`src/sv/salru_pkg.sv`:
```
// Shared types and constants for the set-associative lookup with true-LRU replacement.
// Used by the controller, datapath and top level; depends on nothing.

package salru_pkg;

	// Field widths of the request and response transactions.
	localparam int SET_INDEX_W = 6;
	localparam int TAG_W       = 20;
	localparam int KIND_W      = 2;
	localparam int WAY_W       = 2;

	// Default geometry.
	localparam int SETS_DEF     = 64;
	localparam int WAYS_DEF     = 4;
	localparam int TAG_BITS_DEF = 20;

	// Kind of access reported with every response.
	typedef enum logic [KIND_W-1:0] {
		KIND_HIT      = 2'd0,
		KIND_COLD     = 2'd1,
		KIND_CONFLICT = 2'd2
	} kind_t;

	typedef struct packed {
		logic [SET_INDEX_W-1:0] set_index;
		logic [TAG_W-1:0]       tag;
	} req_t;

	typedef struct packed {
		logic [KIND_W-1:0] access_kind;
		logic [WAY_W-1:0]  way;
	} rsp_t;

	// Commands from the controller to the datapath.
	typedef struct packed {
		logic clear_step;
		logic accept;
		logic commit;
	} dp_cmd_t;

	// Status from the datapath to the controller.
	typedef struct packed {
		logic clear_last;
		logic out_free;
	} dp_sts_t;

endpackage

```
`src/sv/salru_ctrl.sv`:
```
// Controller for the lookup: clearing pass, request acceptance and write-back sequencing.
// Depends on salru_pkg for the command and status structs.

module salru_ctrl (
	input  logic               clk,
	input  logic               arst_n,
	input  logic               req_valid,
	output logic               req_ready,
	output salru_pkg::dp_cmd_t cmd,
	input  salru_pkg::dp_sts_t sts
);

	typedef enum logic [2:0] {
		ST_CLEAR   = 3'b001,
		ST_IDLE    = 3'b010,
		ST_RESOLVE = 3'b100
	} state_t;

	state_t state_q;
	state_t state_d;

	// Next state and commands.
	always_comb begin
		state_d        = state_q;
		req_ready      = 1'b0;
		cmd.clear_step = 1'b0;
		cmd.accept     = 1'b0;
		cmd.commit     = 1'b0;
		case (state_q)
			ST_CLEAR: begin
				cmd.clear_step = 1'b1;
				if (sts.clear_last) begin
					state_d = ST_IDLE;
				end
			end
			ST_IDLE: begin
				req_ready  = 1'b1;
				cmd.accept = req_valid;
				if (req_valid) begin
					state_d = ST_RESOLVE;
				end
			end
			ST_RESOLVE: begin
				if (sts.out_free) begin
					cmd.commit = 1'b1;
					state_d    = ST_IDLE;
				end
			end
			default: begin
				state_d = ST_CLEAR;
			end
		endcase
	end

	// State register; reset starts the clearing pass.
	always_ff @(posedge clk or negedge arst_n) begin
		if (!arst_n) begin
			state_q <= ST_CLEAR;
		end else begin
			state_q <= state_d;
		end
	end

`ifndef SYNTHESIS
	// A resolved lookup waits while the response register is still occupied.
	a_hold_resolve: assert property (@(posedge clk) disable iff (!arst_n)
		(state_q == ST_RESOLVE && !sts.out_free) |=> (state_q == ST_RESOLVE))
		else $error("lookup left resolve while the response register was busy");

	// The clearing pass ends exactly after its last row.
	a_clear_end: assert property (@(posedge clk) disable iff (!arst_n)
		(state_q == ST_CLEAR && sts.clear_last) |=> (state_q == ST_IDLE))
		else $error("clearing pass did not finish after its last row");
`endif

endmodule

```
`config.mk`:
```
export PLATFORM = sky130hd
export DESIGN_NAME = salru_ctrl
export DESIGN_NICKNAME = d
export VERILOG_FILES = /design/src/sv/salru_pkg.sv /design/src/sv/salru_ctrl.sv
export SDC_FILE = /design/constraint.sdc
export NUM_CORES = 1
export LEC_CHECK = 0
export BUFFER_PORTS_ARGS = -buffer_cell sky130_fd_sc_hd__buf_2
export CAP_MARGIN = 30
export CORE_AREA = 2 2 39 41
export DETAILED_ROUTE_END_ITERATION = 10
export DIE_AREA = 0 0 41 43
export PLACE_DENSITY = 0.33
export SYNTH_ARGS = -nofsm -noshare
export SYNTH_HDL_FRONTEND = slang
export SYNTH_SLANG_ARGS = --single-unit
```
`constraint.sdc`:
```
create_clock -name clk -period 1.46 [get_ports clk]
set_input_delay 0.292 -clock clk [delete_from_list [all_inputs] [get_ports clk]]
set_output_delay 0.292 -clock clk [all_outputs]
set_load 0.02 [all_outputs]
```
# After elaboration in Yosys (flattened, before gate mapping)
# Index checks and enable logic that the tools add are counted.
dict set report totals {
  mem_bits_rw 0
  mem_count 0
  mem_bits_ro 0
  latchBits 0
  wordCells 17
  register_bits 3
  input_bits 5
}
dict set report classes {
  n_reduce_logical 1
  n_shift 0
  n_mul 0
  bitwise 0
  n_eq_ne 6
  add_sub_neg 0
  mux 9
  order_cmp 0
  n_div 0
}
# op count
set op_table {}
lappend op_table {{two-way mux 3 bit} 3}
lappend op_table {{one-hot mux 3 bit (3 select lines)} 1}
lappend op_table {{inequality test 2 bit, second input constant} 3}
lappend op_table {{two-way mux 1 bit} 5}
lappend op_table {{equality test 3 x 1 -> 1 bit, second input constant} 1}
lappend op_table {{equality test 3 x 2 -> 1 bit, second input constant} 1}
lappend op_table {{equality test 3 bit, second input constant} 1}
lappend op_table {{AND reduction 3 bit} 1}

# Logic depth before layout (Yosys ltp)
# Gate-level depths: netlist of run 1.
dict set report logic_depth {
  ltp_word 3
  mapped_depth 3
  ltp_nobuf 2
}

# Least setup slack after synthesis of run 1
# No wires, ideal clock.
dict set report synth_path {
  path_kind {register -> output}
  from {register state_q[2]}
  to {output port cmd[1] in the netlist's numbering}
  slack_ps -228
  required_ps 1168
  t_arrival_ps 1396
  stages_incl_launch_ff 4
  cell_sequence {dfrtp_1 > buf_4 > nor3b_1 > and2_1}
}
# item line_no
set synth_rtl {}
lappend synth_rtl {{start, declared} salru_ctrl.sv:19} ;# state_t state_q;
lappend synth_rtl {{start signal, assigned} salru_ctrl.sv:60} ;# state_q <= state_d;
lappend synth_rtl {{end, declared} salru_ctrl.sv:9} ;# output salru_pkg::dp_cmd_t cmd,

==> results.yml, run 1 <==
critical_path:
  slowest_delay_ns: 0.58
  crit_type: "register to output pin"
  critical_path_peak_fanout: 6
  cp-start-kind: "register"
  end_kind: "output pin"
  rrSetupSlack_ns: 0.27
  path_cells: "and4bb_2, buf_6"
  critPathSlowestCell: "dfstp_2"
  critPathArrivalTime_ns: 1.19
  reg2regPathDepth: 2
  reg2reg_from: "state_q[0]"
  required_ns: 1.17
  r2r_end: "state_q[1]"
outcome:
  violations: "setup timing"
  status: "complete, but fails checks"
final_layout:
  top_register: "state_q"
  largest_register_ffs: 3
  fin_nets: 40
  fillers: 157
  area_delta_synth_final_pct: 76.7
  antenna_cells: 0
  fin_area_um2: 332
  finish.utilization: 0.240
  top_regs: "state_q (3)"
  layout-drive-gt1-share: 0.618
power:
  p_comb_frac: 0.452
  p_leak_uw: 0.000149
  internal_power_uw: 392
  p_sw_uw: 214
  ir_drop_uv: 526
  powerDensity_mw_per_mm2: 1830
  power_frac_seq: 0.313
  pwr-share-clk: 0.235
  swShare: 0.352
cts:
  numClockSinks: 3
  root_buffer: "clkbuf_4"
  clkTransAtPathRegs_ns: 0.04
  clk_latency_ns: 0.23
  numCtsBuffers: 3
  htreeDepth: 1
  cts_tree: "yes"
  cts_buffer_depth: 2
logic_synthesis:
  synth.cell_area_um2: 188
  synth_enable_flop_cells: 0
  synth-seq-cells: 3
  synth_cell_types: 16
  syn_area_per_cell_um2: 10.4
  postSynthNetCount: 23
  synth.area.top_cells: "dfrtp_1 27%, dfstp_2 14%, nor3b_1 8.0%"
  synth_top_cell_area_share: 0.267
  async_reset_ff_frac: 1.00
  synthCells: 18
  ys_top_cells_by_count: "2 x dfrtp_1, 2 x nor3b_1"
  ys.warnings.count: 0
  synth_top_area_cell: "dfrtp_1"
  yosysSeqAreaShare: 0.407
  synth_flop_cell: "dfrtp_1"
floorplanning:
  num_rows: 14
  core_mm2: 0.00138
  die-area_mm2: 0.00176
  die_w_um: 41
  num_io_pins: 9
  initial_core_util: 0.136
  die_h_um: 43
routing:
  wl_per_cell_um: 10.1
  drtAntennaViolNets: 0
  dr.pass1.iters: 2
  drt_iter0_drc: 1
  vias_per_cell: 3.98
  routed_wl_um: 504
  drc: 0
  vias: 199
grt:
  antenna_found_initial: 0
  grt_usage: 0.0695
  grt_pass1_wl_um: 800
  grt_pass1_vias: 193
  grt_max_degree: 10
  grt_overflow: 0
sta:
  post-route-period-util: 1.02
  worstMarginPinSlew_ns: 0.240
  hold_viol: 0
  setup_slack_ns: -0.0223
  setup_viol_count_final: 1
  drv_slew: 0
  finClkSkew_ns: 0.00156
  max_freq_mhz: 675
  slew_headroom: 0.838
  rsz0062_at_grt: "yes"
  period_minus_slack_ns: 1.48
run:
  maxCapViolations: 0
min_path:
  holdPathStages: 3
  hold_start: "sts[0]"
  hp-class: "primary input to register"
  hold_end: "state_q[2]"
placed_design:
  gp_congestion: 0.665
  numPortBuffers: 8
  place_area_um2: 245
## critical path, delay by kind of cell (launching register included)
family	cells	cell delay, ns
flip-flops	1	0.58
AND/OR/NAND/NOR	1	0.25
buffers and inverters	1	0.13
## metal layers
metal	wire length [um]	part of all wire	global-route usage
met1	209	0.41	0.0812
met2	278	0.55	0.0906
met3	16	0.032	0.0314
met4	0	0	0.0600
met5	0	0	0
## cell usage in the layout (no fill, tap or decap), types with 2 or more instances in the layout
| cell type | instances |
|---|---|
| buf_2 | 5 |
| buf_4 | 4 |
| clkbuf_4 | 3 |
| nor3b_2 | 2 |
| buf_6 | 2 |
| dfrtp_2 | 2 |
## kinds of logic after synthesis
group / after synthesis / share of synthesized area
AOI/OAI and AO/OA: 4 / 0.140
DFF: 3 / 0.407
buffers and inverters: 2 / 0.0600
and+or+nand+nor: 9 / 0.393
## stage by stage
step | std cells | power, uW | hold WS, ns | worst slack (ns) | setup TNS (ns)
2_1_floorplan | 18 | 318 | -0.00359 | 0.0139 | 0
3_3_place_gp | 41 | 378 | 0.0912 | 0.184 | 0
3_5_place_dp | 41 | 379 | 0.0884 | 0.173 | 0
4_1_cts | 47 | 569 | 0.333 | -0.0303 | -0.0319
5_1_grt | 50 | 649 | 0.341 | -0.0598 | -0.131
6_report | 50 | 606 | 0.337 | -0.0223 | -0.0223
## what timing repair did
item / in CTS / in global routing
pin swaps: 3 / 2
endpoints found under the setup margin: 3 / 3
gates resized for setup: 7 / 1
hold buffers: 1 / 0
hold endpoints to repair: 2 / 0
setup buffers: 1 / 3
## worst max path at each step
stage | startpoint | to | slack [ns] | depth (start not counted)
global placement | state_q[0] | cmd[0] | 0.18 | 2
global route | state_q[0] | cmd[0] | -0.06 | 2
finish | state_q[0] | cmd[0] | -0.02 | 2
CTS | state_q[0] | cmd[0] | -0.03 | 2
detailed placement | state_q[0] | cmd[0] | 0.17 | 2
floorplan | state_q[2] | cmd[1] | 0.01 | 3
## cell type report
class / count / area, um^2 / area share
multi-input cells: 13 / 110 / 0.332
repair buffers: 13 / 92.6 / 0.279
flip-flops and latches: 3 / 78.8 / 0.238
inverters: 1 / 3.75 / 0.0113
well taps: 16 / 20.0 / 0.0604
clock buffers: 4 / 26.3 / 0.0792
## power groups by stage
| stage | Combinational (uW) | Clock, uW | Sequential [uW] |
|---|---|---|---|
| 2_1_floorplan | 155 | 0 | 163 |
| 3_3_place_gp | 190 | 0 | 187 |
| 3_5_place_dp | 189 | 0 | 190 |
| 4_1_cts | 226 | 149 | 194 |
| 5_1_grt | 296 | 158 | 195 |
| 6_report | 274 | 142 | 190 |
Power figures use the tool's default switching activity.
==> inputs of run 2 (changes only) <==
Settings changed: CORE_AREA 2 2 39 41 to 5 5 42 44, DIE_AREA 0 0 41 43 to 0 0 47 49.
==> run 2 against run 1 <==
Effect of this change: the run still ends with setup timing left; register-to-register slack got worse by 0.12 ns; sequential power down 6%; via count rose by 9.0%; first-iteration DRC count grew to 4.0 times the previous value; critical path depth did not move; clock power grew 8%; largest cell class is now buffers.
==> results.yml, run 2 (synthesis results as in run 1) <==
power:
  ir_drop_uv: 669
  powerDensity_mw_per_mm2: 1810
  p_sw_uw: 235
  swShare: 0.357
  p_leak_uw: 0.000179
  p_comb_frac: 0.496
  power_uw: 660
  internal_power_uw: 424
  power_frac_seq: 0.271
  pwr-share-clk: 0.232
grt:
  grt_pass1_vias: 238
  grt_usage: 0.0643
  grt_pass1_wl_um: 972
  grt_max_degree: 10
  grt_overflow: 0
  antenna_found_initial: 0
final_layout:
  final_common_cell: "buf_4"
  area_delta_synth_final_pct: 94.0
  fillers: 163
  largest_register_ffs: 3
  top_register: "state_q"
  layout-drive-gt1-share: 0.649
  final_cell_mix: "7 x buf_4, 5 x buf_2, 3 x clkbuf_4"
  antenna_cells: 0
  fin_nets: 43
  top_regs: "state_q (3)"
  fin_area_um2: 364
  layoutNonFillerInstCount: 53
  finish.utilization: 0.260
sta:
  setup_viol_count_final: 1
  drv_slew: 0
  post-route-period-util: 1.02
  worstMarginPinSlew_ns: 0.303
  finClkSkew_ns: 0.000883
  slew_headroom: 0.795
  hold_viol: 0
  rsz0062_at_grt: "yes"
  setup_slack_ns: -0.0253
  period_minus_slack_ns: 1.49
  max_freq_mhz: 673
placed_design:
  place_ws_ns: 0.163
  place_area_um2: 245
  numPortBuffers: 8
  numPlacedInstances: 41
  gp_congestion: 0.658
floorplanning:
  core_mm2: 0.00140
  num_rows: 14
  initial_core_util: 0.134
  die-area_mm2: 0.00230
  die_h_um: 49
  num_io_pins: 9
  die_w_um: 47
critical_path:
  crit_type: "register to output pin"
  reg2regPathDepth: 3
  r2r_end: "state_q[1]"
  reg2reg_from: "state_q[0]"
  critPathArrivalTime_ns: 1.19
  cp-start-kind: "register"
  critical_path_peak_fanout: 5
  required_ns: 1.17
  end_kind: "output pin"
  setup.worst_path.start: "state_q[0]"
  rrSetupSlack_ns: 0.15
cts:
  root_buffer: "clkbuf_4"
  numClockSinks: 3
  numCtsBuffers: 3
  clk_latency_ns: 0.24
  cts_buffer_depth: 2
  cts_tree: "yes"
  clkTransAtPathRegs_ns: 0.04
  htreeDepth: 1
run:
  maxCapViolations: 0
routing:
  drc: 0
  vias: 217
  wl_per_cell_um: 12.2
  drtAntennaViolNets: 0
  routed_wl_um: 649
  drt_iter0_drc: 4
  dr.pass1.iters: 4
  vias_per_cell: 4.09
min_path:
  hp-class: "primary input to register"
  holdPathStages: 3
  hold_end: "state_q[2]"
  hold_start: "req_valid"
outcome:
  status: "complete, but fails checks"
  violations: "setup timing"
==> run 2: worst max-delay path by stage <==
stage               endpoint  slack (ns)  depth (start not counted)
floorplan             cmd[1]        0.01                          3
CTS                   cmd[0]       -0.03                          2
global placement      cmd[0]        0.17                          2
finish                cmd[0]       -0.03                          2
global route          cmd[0]       -0.07                          2
detailed placement    cmd[0]        0.16                          2
==> run 2: timing repair <==
item	4_1_cts	5_1_grt
endpoints found under the setup margin	3	3
hold buffers	1	0
resized for setup	6	3
endpoints found under the hold margin	2	0
pin swaps	1	2
setup buffers	5	2
==> run 2: area by class of cell <==
type	instances	area, um^2	share of cell area
clock buffers	4	26.3	0.0722
well taps	16	20.0	0.0550
multi-input cells	13	113	0.309
flip-flops and latches	3	78.8	0.216
repair buffers	16	123	0.337
inverters	1	3.75	0.0103
==> run 2: critical path, cell delays in order, from the launching register on <==
cell and delay, ns:
dfstp_2 0.57, and4bb_2 0.25, buf_6 0.13
==> run 2: metrics by stage <==
step / hold WS [ns] / setup TNS [ns]
global placement: 0.0858 / 0
finish: 0.348 / -0.0253
CTS: 0.336 / -0.0381
detailed placement: 0.0894 / 0
floorplan: -0.00359 / 0
global route: 0.355 / -0.137
==> run 2: power groups by stage <==
| stage | combinational, uW | sequential, uW | clock, uW |
|---|---|---|---|
| 2_1_floorplan | 155 | 163 | 0 |
| 3_3_place_gp | 190 | 190 | 0 |
| 3_5_place_dp | 189 | 191 | 0 |
| 4_1_cts | 261 | 181 | 159 |
| 5_1_grt | 353 | 187 | 172 |
| 6_report | 327 | 179 | 153 |
==> run 2: metal layers <==
metal	vias up	GRT usage	share of wire
met5	-	0	0
met4	0	0.0323	0.0092
met3	2	0.0701	0.099
met2	13	0.0814	0.45
met1	96	0.0643	0.44
li1	106	-	-
==> inputs of run 3 (changes only) <==
Settings changed: SKIP_CTS_REPAIR_TIMING set to 1.
==> run 3 against run 2 <==
Effect of this change: the flow still finishes with violations (setup timing); first-iteration DRC count grew 50%; final area shrank 7.6%; critical path depth is the same; fmax shrank 0.87%; critical path type unchanged; largest cell class is now multi-input gates.
==> results.yml, run 3 (synthesis results as in run 1) <==
critical_path:
  reg2regPathDepth: 3
  r2r_end: "state_q[1]"
  critical_path_peak_fanout: 7
  required_ns: 1.17
  cp-start-kind: "register"
  end_kind: "output pin"
  cp_top_family: "flip-flops"
  critPathSlowestCell: "dfstp_2"
  critPathArrivalTime_ns: 1.21
  path_cells: "and4bb_2, buf_6"
  slowest_delay_ns: 0.58
  cp.buffers_inverters: 1
  cp-endpoint: "cmd[0]"
  setup.worst_path.start: "state_q[0]"
  crit_type: "register to output pin"
  rrSetupSlack_ns: 0.15
  reg2reg_from: "state_q[0]"
  cp.depth: 2
power:
  ir_drop_uv: 567
  p_leak_uw: 0.000152
  power_uw: 598
  powerDensity_mw_per_mm2: 1780
routing:
  drtAntennaViolNets: 0
  wl_per_cell_um: 10.4
  dr.pass1.iters: 4
  vias: 196
  routed_wl_um: 519
  drt_iter0_drc: 6
  drc: 0
  vias_per_cell: 3.92
grt:
  grt_max_degree: 10
  grt_pass1_vias: 161
  antenna_found_initial: 0
  grt_overflow: 0
  grt_pass1_wl_um: 731
  grt_usage: 0.0501
placed_design:
  place_ws_ns: 0.163
  gp_congestion: 0.658
  numPortBuffers: 8
  numPlacedInstances: 41
sta:
  max_freq_mhz: 667
  period_minus_slack_ns: 1.50
  rsz0062_at_grt: "yes"
  post-route-period-util: 1.03
  setup_slack_ns: -0.0383
  worstMarginPinSlew_ns: 0.263
  fin_setup_tns_ns: -0.0383
  slew_headroom: 0.822
  finClkSkew_ns: 0.00379
  drv_slew: 0
  setup_viol_count_final: 1
  hold_viol: 0
min_path:
  hold_start: "sts[0]"
  hp-class: "primary input to register"
  holdPathStages: 3
floorplanning:
  die_w_um: 47
  num_rows: 14
  num_io_pins: 9
  die_h_um: 49
  initial_core_util: 0.134
  die-area_mm2: 0.00230
  core_mm2: 0.00140
cts:
  numClockSinks: 3
  numCtsBuffers: 3
  cts_tree: "yes"
  clkTransAtPathRegs_ns: 0.04
  cts_buffer_depth: 2
  htreeDepth: 1
  root_buffer: "clkbuf_4"
  clk_latency_ns: 0.24
final_layout:
  largest_register_ffs: 3
  area_delta_synth_final_pct: 79.3
  antenna_cells: 0
  top_regs: "state_q (3)"
  final_cell_mix: "5 x buf_2, 5 x buf_4, 3 x clkbuf_4"
  fin_nets: 40
  top_register: "state_q"
  fillers: 165
  layout-drive-gt1-share: 0.647
  multi_input_area_um2: 113
  layoutNonFillerInstCount: 50
  regArea_um2: 78.8
run:
  maxCapViolations: 0
outcome:
  violations: "setup timing"
  status: "complete, but fails checks"
==> run 3: cell count changes in the layout (fill, tap and decap cells not counted), sizes merged <==
cell / delta
buf: -2
dlymetal6s2s: -1
==> run 3: worst reg2reg max path: stages (launching register included) <==
cell	delay, ns
dfstp_2	0.58
and4bb_2	0.26
buf_4	0.13
a211o_1	0.22
==> run 3: layout make-up <==
class / instances / area share
Multi-Input combinational cell: 13 / 0.335
Timing Repair Buffer: 13 / 0.283
Sequential cell: 3 / 0.234
Clock buffer: 4 / 0.0781
Tap cell: 16 / 0.0595
Inverter: 1 / 0.0112
==> run 3: how the worst min path moves through the flow <==
stage | end | slack (ns)
6_report | state_q[2] | 0.34
5_1_grt | state_q[2] | 0.35
4_1_cts | state_q[1] | -0.16
3_5_place_dp | state_q[1] | 0.09
3_3_place_gp | state_q[1] | 0.09
2_1_floorplan | state_q[1] | -0.004
==> run 3: layer usage <==
metal | vias to the layer above | wire (um) | global-route usage
met5 | - | 0 | 0
met4 | 0 | 0 | 0.0138
met3 | 0 | 62 | 0.0738
met2 | 7 | 207 | 0.0520
met1 | 90 | 249 | 0.0554
li1 | 99 | - | -
==> run 3: through the flow <==
step                      instance area (um^2)   util  hold WS, ns
after global routing                       337  0.240        0.349
after CTS                                  272  0.194       -0.163
after global placement                     245  0.175       0.0858
after detailed placement                   245  0.175       0.0894
final                                      337  0.240        0.342
after floorplan                            193      -     -0.00359
==> run 3: power by group <==
part	internal, uW	switching (uW)	total, uW
clock network	103	49.0	152
logic	152	105	257
registers	130	59.3	189
total	384	214	598
